[config.mk]
export PLATFORM = sky130hd
export DESIGN_NAME = knight_tour_backtrack_search
export DESIGN_NICKNAME = d
export VERILOG_FILES = /design/src/sv/ktb_pkg.sv /design/src/sv/knight_tour_backtrack_search.sv /design/src/sv/ktb_ram.sv /design/src/sv/ktb_datapath.sv /design/src/sv/ktb_ctrl.sv
export SDC_FILE = /design/constraint.sdc
export NUM_CORES = 1
export LEC_CHECK = 0
export BUFFER_PORTS_ARGS = -buffer_cell sky130_fd_sc_hd__buf_4
export CORE_MARGIN = 10
export CORE_UTILIZATION = 60
export DETAILED_ROUTE_END_ITERATION = 16
export PLACE_DENSITY = 0.79
export SYNTH_ARGS = -nofsm -noshare
export SYNTH_HDL_FRONTEND = slang
export SYNTH_SLANG_ARGS = --single-unit
[constraint.sdc]
create_clock -name clk -period 5.78 [get_ports clk]
set_input_delay 0.578 -clock clk [delete_from_list [all_inputs] [get_ports clk]]
set_output_delay 0.578 -clock clk [all_outputs]
set_load 0.02 [all_outputs]
[src/sv/ktb_pkg.sv]
// Shared constants, types and move tables for the knight's tour search block.
// No dependencies; every other file of the block but ktb_ram imports this package.
package ktb_pkg;

    localparam int MAX_SIDE    = 8;
    localparam int CELLS       = MAX_SIDE * MAX_SIDE;
    localparam int NUM_MOVES   = 8;
    localparam int STACK_DEPTH = CELLS + 1;

    localparam int SIDE_W  = $clog2(MAX_SIDE);
    localparam int NSIDE_W = $clog2(MAX_SIDE + 1);
    localparam int CELL_W  = $clog2(CELLS);
    localparam int DEPTH_W = $clog2(CELLS + 1);
    localparam int COORD_W = SIDE_W + 2;
    localparam int MOVE_W  = 4;
    localparam int STEP_W  = 7;
    localparam int CFG_W   = 4;
    localparam int START_W = 3;
    localparam int MIN_SIDE = 3;

    typedef struct packed {
        logic start;
        logic clear;
        logic place;
        logic probe;
        logic retreat;
        logic back_up;
        logic advance;
        logic set_found;
        logic dump_load;
        logic dump_next;
    } ktb_cmd_t;

    typedef struct packed {
        logic start_ok;
        logic clear_done;
        logic at_total;
        logic move_over;
        logic depth_low;
        logic target_ok;
        logic cell_free;
        logic dump_end;
    } ktb_status_t;

    // Row change of knight move k; moves are numbered 1 to 8.
    function automatic logic signed [COORD_W-1:0] row_delta(input logic [MOVE_W-1:0] k);
        logic signed [COORD_W-1:0] d;
        case (k)
            4'd1: d = COORD_W'(2);
            4'd2: d = COORD_W'(1);
            4'd3: d = COORD_W'(-1);
            4'd4: d = COORD_W'(-2);
            4'd5: d = COORD_W'(-2);
            4'd6: d = COORD_W'(-1);
            4'd7: d = COORD_W'(1);
            4'd8: d = COORD_W'(2);
            default: d = '0;
        endcase
        return d;
    endfunction

    // Column change of knight move k.
    function automatic logic signed [COORD_W-1:0] col_delta(input logic [MOVE_W-1:0] k);
        logic signed [COORD_W-1:0] d;
        case (k)
            4'd1: d = COORD_W'(1);
            4'd2: d = COORD_W'(2);
            4'd3: d = COORD_W'(2);
            4'd4: d = COORD_W'(1);
            4'd5: d = COORD_W'(-1);
            4'd6: d = COORD_W'(-2);
            4'd7: d = COORD_W'(-2);
            4'd8: d = COORD_W'(-1);
            default: d = '0;
        endcase
        return d;
    endfunction

    function automatic logic [CELL_W-1:0] cell_index(input logic [SIDE_W-1:0] row,
                                                     input logic [SIDE_W-1:0] col);
        return CELL_W'(int'(row) * MAX_SIDE + int'(col));
    endfunction

endpackage

[src/sv/knight_tour_backtrack_search.sv]
// Knight's tour search: one start square in, n*n board squares out.
// Operation: the board is cleared, then moves are tried one at a time (data dependent
// and exponential in the worst case) through the one-read-port move stack and board
// memories; the board is then dumped square by square.
// Throughput: one item at a time; a new item is accepted once the dump's last square is taken.
// Reset (rst_n, asynchronous, active low): idle, side register 8, memories not reset.
module knight_tour_backtrack_search
    import ktb_pkg::*;
(
    input  logic               clk,
    input  logic               rst_n,
    input  logic               cfg_valid,
    output logic               cfg_ready,
    input  logic [CFG_W-1:0]   board_size,
    input  logic               in_valid,
    output logic               in_ready,
    input  logic [START_W-1:0] start_x,
    input  logic [START_W-1:0] start_y,
    output logic               out_valid,
    input  logic               out_ready,
    output logic [STEP_W-1:0]  square_step,
    output logic               found,
    output logic               last
);

    // The controller only issues commands; all state of the search, including
    // the board of step numbers and the per-depth stack of move indices, lives
    // in the datapath. The board is swept to zero at the start of every item,
    // which also covers a start square that lies off the board.
    ktb_cmd_t    cmd;
    ktb_status_t status;

    // The side register may be written at any time; writes are only meaningful
    // while the block is idle.
    assign cfg_ready = 1'b1;

    ktb_ctrl u_ctrl (
        .clk       (clk),
        .rst_n     (rst_n),
        .in_valid  (in_valid),
        .out_ready (out_ready),
        .status    (status),
        .in_ready  (in_ready),
        .cmd       (cmd)
    );

    ktb_datapath u_datapath (
        .clk         (clk),
        .rst_n       (rst_n),
        .cfg_valid   (cfg_valid),
        .board_size  (board_size),
        .start_x     (start_x),
        .start_y     (start_y),
        .cmd         (cmd),
        .status      (status),
        .out_valid   (out_valid),
        .square_step (square_step),
        .found       (found),
        .last        (last)
    );

    // A result item is never offered while the block is waiting for a new start.
    a_no_overlap: assert property (@(posedge clk) disable iff (!rst_n)
        !(in_ready && out_valid))
        else $error("result offered while idle");

    // Accepting a start square makes the block busy in the next cycle.
    a_busy_after_start: assert property (@(posedge clk) disable iff (!rst_n)
        (in_valid && in_ready) |=> !in_ready)
        else $error("still ready after accepting a start square");

    // Taking the final square of the dump returns the block to idle.
    a_idle_after_last: assert property (@(posedge clk) disable iff (!rst_n)
        (out_valid && out_ready && last) |=> in_ready)
        else $error("not idle after the last square");

    // Taking any other square keeps the dump going.
    a_dump_continues: assert property (@(posedge clk) disable iff (!rst_n)
        (out_valid && out_ready && !last) |=> !in_ready)
        else $error("dump ended before the last square");

endmodule

[src/sv/ktb_ram.sv]
// Generic single-write, single-read RAM with a registered read port.
// No dependencies; used for the board and the move stack.
module ktb_ram #(
    parameter int WIDTH = 8,
    parameter int DEPTH = 64,
    localparam int ADDR_W = $clog2(DEPTH)
) (
    input  logic              clk,
    input  logic              we,
    input  logic [ADDR_W-1:0] waddr,
    input  logic [WIDTH-1:0]  wdata,
    input  logic [ADDR_W-1:0] raddr,
    output logic [WIDTH-1:0]  rdata
);

    logic [WIDTH-1:0] mem [DEPTH];
    logic [WIDTH-1:0] rdata_reg;

    always_ff @(posedge clk)
    begin
        if (we)
        begin
            mem[waddr] <= wdata;
        end
        rdata_reg <= mem[raddr];
    end

    assign rdata = rdata_reg;

endmodule

[src/sv/ktb_datapath.sv]
// Datapath of the knight's tour search: position, depth, board and move stack
// memories, board clear sweep and dump counters. Depends on ktb_pkg and ktb_ram.
module ktb_datapath
    import ktb_pkg::*;
(
    input  logic               clk,
    input  logic               rst_n,
    input  logic               cfg_valid,
    input  logic [CFG_W-1:0]   board_size,
    input  logic [START_W-1:0] start_x,
    input  logic [START_W-1:0] start_y,
    input  ktb_cmd_t           cmd,
    output ktb_status_t        status,
    output logic               out_valid,
    output logic [STEP_W-1:0]  square_step,
    output logic               found,
    output logic               last
);

    logic [CFG_W-1:0]   board_size_reg;
    logic [NSIDE_W-1:0] side_reg, side_in;
    logic [DEPTH_W-1:0] total_reg;
    logic [SIDE_W-1:0]  row0_reg, col0_reg;
    logic               start_ok_reg;
    logic [SIDE_W-1:0]  cur_row_reg, cur_row_next;
    logic [SIDE_W-1:0]  cur_col_reg, cur_col_next;
    logic [DEPTH_W-1:0] depth_reg, depth_next;
    logic [SIDE_W-1:0]  u_reg, v_reg;
    logic [CELL_W-1:0]  clr_cnt_reg;
    logic [SIDE_W-1:0]  dump_row_reg, dump_col_reg;
    logic               found_reg, out_valid_reg, last_reg;
    logic [STEP_W-1:0]  square_step_reg;

    logic [MOVE_W-1:0]          ms_rdata, k_try;
    logic [STEP_W-1:0]          board_rdata;
    logic signed [COORD_W-1:0]  u_try, v_try, u_back, v_back;
    logic [SIDE_W-1:0]          side_last;

    logic                ms_we;
    logic [DEPTH_W-1:0]  ms_waddr;
    logic [MOVE_W-1:0]   ms_wdata;
    logic                bd_we;
    logic [CELL_W-1:0]   bd_waddr, bd_raddr;
    logic [STEP_W-1:0]   bd_wdata;

    // Side in use, with out-of-range settings pulled into the legal span.
    always_comb
    begin
        if (32'(board_size_reg) < MIN_SIDE)
        begin
            side_in = NSIDE_W'(MIN_SIDE);
        end
        else if (32'(board_size_reg) > MAX_SIDE)
        begin
            side_in = NSIDE_W'(MAX_SIDE);
        end
        else
        begin
            side_in = NSIDE_W'(board_size_reg);
        end
    end

    assign side_last = SIDE_W'(side_reg - 1'b1);

    // Next move from the current square, and the square it reaches.
    assign k_try = ms_rdata + 1'b1;
    assign u_try = $signed(COORD_W'(cur_row_reg)) + row_delta(k_try);
    assign v_try = $signed(COORD_W'(cur_col_reg)) + col_delta(k_try);
    // Undo the move that led to the current square.
    assign u_back = $signed(COORD_W'(cur_row_reg)) - row_delta(ms_rdata);
    assign v_back = $signed(COORD_W'(cur_col_reg)) - col_delta(ms_rdata);

    assign status.start_ok   = start_ok_reg;
    assign status.clear_done = (clr_cnt_reg == CELL_W'(CELLS - 1));
    assign status.at_total   = (depth_reg >= total_reg);
    assign status.move_over  = (k_try > MOVE_W'(NUM_MOVES));
    assign status.depth_low  = (depth_reg <= DEPTH_W'(1));
    assign status.target_ok  = !u_try[COORD_W-1] && (u_try < $signed(COORD_W'(side_reg)))
                            && !v_try[COORD_W-1] && (v_try < $signed(COORD_W'(side_reg)));
    assign status.cell_free  = (board_rdata == '0);
    assign status.dump_end   = (dump_row_reg == side_last) && (dump_col_reg == side_last);

    always_comb
    begin
        ms_we    = cmd.probe | cmd.place | cmd.advance;
        ms_waddr = depth_reg;
        ms_wdata = '0;
        if (cmd.probe)
        begin
            ms_wdata = k_try;
        end
        else if (cmd.place)
        begin
            ms_waddr = DEPTH_W'(1);
        end
        else if (cmd.advance)
        begin
            ms_waddr = depth_reg + 1'b1;
        end
    end

    always_comb
    begin
        bd_we    = cmd.clear | cmd.place | cmd.retreat | cmd.advance;
        bd_waddr = clr_cnt_reg;
        bd_wdata = '0;
        if (cmd.place)
        begin
            bd_waddr = cell_index(row0_reg, col0_reg);
            bd_wdata = STEP_W'(1);
        end
        else if (cmd.retreat)
        begin
            bd_waddr = cell_index(cur_row_reg, cur_col_reg);
        end
        else if (cmd.advance)
        begin
            bd_waddr = cell_index(u_reg, v_reg);
            bd_wdata = STEP_W'(depth_reg + 1'b1);
        end
    end

    assign bd_raddr = cmd.probe ? cell_index(u_try[SIDE_W-1:0], v_try[SIDE_W-1:0])
                                : cell_index(dump_row_reg, dump_col_reg);

    always_comb
    begin
        cur_row_next = cur_row_reg;
        cur_col_next = cur_col_reg;
        depth_next   = depth_reg;
        if (cmd.place)
        begin
            cur_row_next = row0_reg;
            cur_col_next = col0_reg;
            depth_next   = DEPTH_W'(1);
        end
        else if (cmd.retreat)
        begin
            depth_next = depth_reg - 1'b1;
        end
        else if (cmd.back_up)
        begin
            cur_row_next = SIDE_W'(u_back);
            cur_col_next = SIDE_W'(v_back);
        end
        else if (cmd.advance)
        begin
            cur_row_next = u_reg;
            cur_col_next = v_reg;
            depth_next   = depth_reg + 1'b1;
        end
    end

    ktb_ram #(.WIDTH(MOVE_W), .DEPTH(STACK_DEPTH)) u_move_stack (
        .clk   (clk),
        .we    (ms_we),
        .waddr (ms_waddr),
        .wdata (ms_wdata),
        .raddr (depth_reg),
        .rdata (ms_rdata)
    );

    ktb_ram #(.WIDTH(STEP_W), .DEPTH(CELLS)) u_board (
        .clk   (clk),
        .we    (bd_we),
        .waddr (bd_waddr),
        .wdata (bd_wdata),
        .raddr (bd_raddr),
        .rdata (board_rdata)
    );

    always_ff @(posedge clk or negedge rst_n)
    begin
        if (!rst_n)
        begin
            board_size_reg <= CFG_W'(MAX_SIDE);
            found_reg      <= 1'b0;
            out_valid_reg  <= 1'b0;
            cur_row_reg    <= '0;
            cur_col_reg    <= '0;
            depth_reg      <= '0;
        end
        else
        begin
            if (cfg_valid)
            begin
                board_size_reg <= board_size;
            end
            cur_row_reg <= cur_row_next;
            cur_col_reg <= cur_col_next;
            depth_reg   <= depth_next;
            if (cmd.start)
            begin
                found_reg <= 1'b0;
            end
            else if (cmd.set_found)
            begin
                found_reg <= 1'b1;
            end
            if (cmd.dump_load)
            begin
                out_valid_reg <= 1'b1;
            end
            else if (cmd.dump_next)
            begin
                out_valid_reg <= 1'b0;
            end
        end
    end

    always_ff @(posedge clk)
    begin
        if (cmd.start)
        begin
            side_reg     <= side_in;
            total_reg    <= DEPTH_W'(32'(side_in) * 32'(side_in));
            row0_reg     <= SIDE_W'(start_x);
            col0_reg     <= SIDE_W'(start_y);
            start_ok_reg <= (32'(start_x) < 32'(side_in)) && (32'(start_y) < 32'(side_in));
            clr_cnt_reg  <= '0;
            dump_row_reg <= '0;
            dump_col_reg <= '0;
        end
        if (cmd.clear)
        begin
            clr_cnt_reg <= clr_cnt_reg + 1'b1;
        end
        if (cmd.probe)
        begin
            u_reg <= SIDE_W'(u_try);
            v_reg <= SIDE_W'(v_try);
        end
        if (cmd.dump_load)
        begin
            square_step_reg <= board_rdata;
            last_reg        <= status.dump_end;
        end
        if (cmd.dump_next)
        begin
            if (dump_col_reg == side_last)
            begin
                dump_col_reg <= '0;
                dump_row_reg <= dump_row_reg + 1'b1;
            end
            else
            begin
                dump_col_reg <= dump_col_reg + 1'b1;
            end
        end
    end

    assign out_valid   = out_valid_reg;
    assign square_step = square_step_reg;
    assign found       = found_reg;
    assign last        = last_reg;

endmodule

[src/sv/ktb_ctrl.sv]
// Controller state machine of the knight's tour search: sequences clear,
// search steps, backtracking and the board dump. Depends on ktb_pkg.
module ktb_ctrl
    import ktb_pkg::*;
(
    input  logic        clk,
    input  logic        rst_n,
    input  logic        in_valid,
    input  logic        out_ready,
    input  ktb_status_t status,
    output logic        in_ready,
    output ktb_cmd_t    cmd
);

    typedef enum logic [10:0] {
        ST_IDLE  = 11'b000_0000_0001,
        ST_CLEAR = 11'b000_0000_0010,
        ST_PLACE = 11'b000_0000_0100,
        ST_CHECK = 11'b000_0000_1000,
        ST_PROBE = 11'b000_0001_0000,
        ST_TEST  = 11'b000_0010_0000,
        ST_BKRD  = 11'b000_0100_0000,
        ST_BKUP  = 11'b000_1000_0000,
        ST_DRD   = 11'b001_0000_0000,
        ST_DLD   = 11'b010_0000_0000,
        ST_DHOLD = 11'b100_0000_0000
    } ktb_state_t;

    ktb_state_t state_reg, state_next;

    always_comb
    begin
        cmd        = '0;
        state_next = state_reg;
        unique case (state_reg)
            ST_IDLE:
            begin
                if (in_valid)
                begin
                    cmd.start  = 1'b1;
                    state_next = ST_CLEAR;
                end
            end
            ST_CLEAR:
            begin
                cmd.clear = 1'b1;
                if (status.clear_done)
                begin
                    state_next = status.start_ok ? ST_PLACE : ST_DRD;
                end
            end
            ST_PLACE:
            begin
                cmd.place  = 1'b1;
                state_next = ST_CHECK;
            end
            ST_CHECK:
            begin
                if (status.at_total)
                begin
                    cmd.set_found = 1'b1;
                    state_next    = ST_DRD;
                end
                else
                begin
                    state_next = ST_PROBE;
                end
            end
            ST_PROBE:
            begin
                cmd.probe = 1'b1;
                if (status.move_over)
                begin
                    if (status.depth_low)
                    begin
                        state_next = ST_DRD;
                    end
                    else
                    begin
                        cmd.retreat = 1'b1;
                        state_next  = ST_BKRD;
                    end
                end
                else if (status.target_ok)
                begin
                    state_next = ST_TEST;
                end
                else
                begin
                    state_next = ST_CHECK;
                end
            end
            ST_TEST:
            begin
                cmd.advance = status.cell_free;
                state_next  = ST_CHECK;
            end
            ST_BKRD:
            begin
                state_next = ST_BKUP;
            end
            ST_BKUP:
            begin
                cmd.back_up = 1'b1;
                state_next  = ST_CHECK;
            end
            ST_DRD:
            begin
                state_next = ST_DLD;
            end
            ST_DLD:
            begin
                cmd.dump_load = 1'b1;
                state_next    = ST_DHOLD;
            end
            ST_DHOLD:
            begin
                if (out_ready)
                begin
                    cmd.dump_next = 1'b1;
                    state_next    = status.dump_end ? ST_IDLE : ST_DRD;
                end
            end
            default:
            begin
                state_next = ST_IDLE;
            end
        endcase
    end

    always_ff @(posedge clk or negedge rst_n)
    begin
        if (!rst_n)
        begin
            state_reg <= ST_IDLE;
        end
        else
        begin
            state_reg <= state_next;
        end
    end

    assign in_ready = (state_reg == ST_IDLE);

endmodule

==> flow_summary.toml <==
[run_status]
status = "finished, final reports clean"

[synthesis]
synthMuxAreaShare = 0.0989
yosysTopAreaCellShare = 0.672
synth_fa_ha_area_frac = 0.0191
ys_ff_latch = 791
synth_top_family_by_area = "simple AND/OR/NAND/NOR gates"
yosys.area_share.simple = 0.0992
async_reset_ff_frac = 0.0379
synth_xor_area_frac = 0.00866
yosys_most_used_dff = "edfxtp_1"
synth.area.top_cells = "edfxtp_1 67%, mux4_2 6.7%, nand2_1 3.6%, mux2i_1 2.8%, nor2_1 2.5%"
synth_cell_types = 86
synth_largest_area_cell = "edfxtp_1"
synth-edff-count = 747
synthCells = 2236
synth.avg_cell_area_um2 = 14.9
synth_compound_area_frac = 0.0523
yosysSeqAreaShare = 0.703
ys_warn_count = 0
syn_area_um2 = 33400

[clock_tree]
cts_made_buffers = 79
clkTransAtPathRegs_ns = 0.06
htreeDepth = 3
clk_latency_ns = 0.62
cts_max_path_buffers = 3
clockRootBuffer = "clkbuf_16"
hold_buffers = 1
post_cts_buffers = 0
cts_resized = 0
tritoncts = "done"
clock_sinks = 791

[finish]
drive_gt1_frac = 0.135
area_growth_pct = 10.8
nFillCells = 3571
nets = 2331
antennaDiodeCount = 0
largest_reg_flops = 448
post-route-util = 0.671

[sta]
slew_headroom = 0.149
setup_viol = 0
rsz0062_at_grt = "false"
fmax_ghz = 0.196
fin_skew_ns = 0.0203
fin_ws_ns = 0.682
finalCritPeriodShare = 0.882
post-route-min-period_ns = 5.10
holdWs_ns = 0.150
tns_ns = 0
drv_slew = 0
finalHoldViolCount = 0
worst_pin_slew_ns = 1.28

[grt]
grt_pass1_wl_mm = 123
grt_pass1_vias = 20039
overflow = 0
grt_max_degree = 107
grt_usage = 0.244
antenna_found_initial = 0

[placement]
pre_cts_ws_ns = 0.764
dp.final_hpwl_mm = 49.5
place.gp.congestion = 0.939
io_buffers = 25

[setup_path]
cp_data_required_time_ns = 6.31
cpPeakStageDelay_ns = 0.69
reg2reg_depth = 16
rrSetupSlack_ns = 0.68
r2r-start = "u_datapath.u_move_stack.rdata[0]"
cp_data_arrival_time_ns = 5.62
critical-path-slowest-cell = "mux2_4"
crit_type = "reg -> reg"
start_kind = "register"
crit_fanout = 49
cp-end-kind = "register"
r2r-end = "u_datapath.u_board.rdata[1]"
cp-startpoint = "u_datapath.u_move_stack.rdata[0]"
cp_cell_sequence = "ha_1, inv_1, ha_1, or3_1, o21ai_0, ha_1, inv_1, fa_1, inv_1, mux2_4, buf_4, mux2i_1, a221oi_1, o21ai_0, and3_1, o32ai_1"

[hold_path]
min_path_type = "in -> reg"
min_to = "u_datapath.row0_reg[1]"
whs_path_depth = 1
worstHoldStart = "start_x[1]"

[routing]
drt-total-wl_mm = 80.8
firstDrtPassIters = 6
routed-via-count = 20155
drt-initial-drc-count = 2710
drtAntennaViolNets = 0
drc = 0
drt-vias-per-instance = 6.55
wl_per_cell_um = 26.3

[die]
core_area_um2 = 55100
start_util = 0.606
die_area_um2 = 65500
chipHeight_um = 256
num_io_pins = 27
rows = 86
die_w_um = 256

[pwr]
leakagePower_nw = 11.4
powerDensity_nw_per_um2 = 374
total_power_w = 0.0138
peakVddDrop_uv = 217

[job]
cap_violations = 0
==> critical path: cells and delay by family (launching register included) <==
family | cells | cell delay [ns]
buf+inv | 4 | 0.90
compound gates | 4 | 0.68
fa+ha+maj | 4 | 1.36
simple gates | 2 | 0.62
mux | 2 | 0.86
flops | 1 | 0.52
==> report_power, final <==
group	internal (W)	switching, W	total, W
registers	0.00640	0.000208	0.00661
clock network	0.00298	0.00212	0.00510
logic	0.000784	0.00134	0.00212
==> layout by cell type (no fill, tap or decap), types with 13 or more instances in the layout <==
master	n
inv_1	43
nor3_1	22
ha_1	43
buf_4	51
nor2_1	212
xnor2_1	27
a221oi_1	18
mux4_2	99
edfxtp_1	747
clkinv_1	17
a21oi_1	65
clkinv_2	14
nand4_1	24
mux2i_1	90
nand2_1	322
clkbuf_1	14
dfxtp_1	14
dfrtp_1	26
o21ai_0	57
o22ai_1	19
a31oi_1	15
nand3_1	47
clkbuf_16	83
and3_1	27
nor2b_1	13
==> worst max path at each step <==
stage | end | slack (ns) | depth (start not counted)
floorplan | u_datapath.u_board.rdata[1] | 1.50 | 19
global placement | u_datapath.u_board.rdata[5] | 0.86 | 15
detailed placement | u_datapath.u_board.rdata[5] | 0.76 | 15
CTS | u_datapath.u_board.rdata[1] | 0.71 | 16
global route | u_datapath.u_board.rdata[1] | 0.35 | 16
finish | u_datapath.u_board.rdata[1] | 0.68 | 16
==> Yosys cell counts, drive strengths merged (3+ instances only) <==
| master | count |
|---|---|
| or2 | 3 |
| o21a | 6 |
| fa | 5 |
| mux4 | 99 |
| nor3b | 6 |
| or3 | 8 |
| and2 | 7 |
| dfxtp | 14 |
| nor4 | 11 |
| clkbuf | 58 |
| buf | 46 |
| nand4 | 25 |
| a21boi | 5 |
| nand3 | 47 |
| nand2b | 6 |
| a31oi | 15 |
| a32oi | 8 |
| o31a | 3 |
| a311oi | 4 |
| nor2b | 13 |
| mux2i | 93 |
| o211ai | 7 |
| a21oi | 68 |
| inv | 44 |
| dfrtp | 28 |
| a222oi | 6 |
| a31o | 8 |
| or4 | 7 |
| a221oi | 18 |
| a21o | 11 |
| mux2 | 12 |
| and3 | 27 |
| nand2 | 323 |
| nor3 | 22 |
| nand3b | 5 |
| ha | 43 |
| o32ai | 7 |
| o22ai | 19 |
| xnor2 | 27 |
| or3b | 4 |
| xor2 | 6 |
| o21ai | 60 |
| edfxtp | 747 |
| nor2 | 220 |
==> cell type report <==
| class | count | area (µm²) | share of cell area |
|---|---|---|---|
| Sequential cell | 791 | 23500 | 0.635 |
| Timing Repair Buffer | 54 | 433 | 0.0117 |
| Tap cell | 748 | 936 | 0.0253 |
| Clock buffer | 97 | 2130 | 0.0576 |
| Multi-Input combinational cell | 1297 | 9410 | 0.254 |
| Clock inverter | 45 | 435 | 0.0118 |
| Inverter | 45 | 174 | 0.00470 |
==> cells by family after synthesis <==
group	after synthesis
AO/OA/AOI/OAI	265
AND/OR/NAND/NOR	744
buffers and inverters	149
XOR/XNOR	33
flip-flops	791
multiplexers	204
adder cells (fa/ha/maj)	48
other	2
==> layer usage <==
layer / up-vias / wire length (µm) / GRT usage
li1: 8581 / - / -
met1: 9966 / 30000 / 0.320
met2: 1332 / 39000 / 0.394
met3: 276 / 8130 / 0.0473
met4: 0 / 3690 / 0.106
met5: - / 0 / 0
==> per-stage QoR <==
stage | instance area (µm²) | instances
final | 37000 | 3077
after floorplan | 33400 | 2237
after CTS | 37000 | 3077
after global placement | 34400 | 2934
after detailed placement | 34400 | 2934
after global routing | 37000 | 3077
No activity file was read; power rests on OpenSTA's default activity.
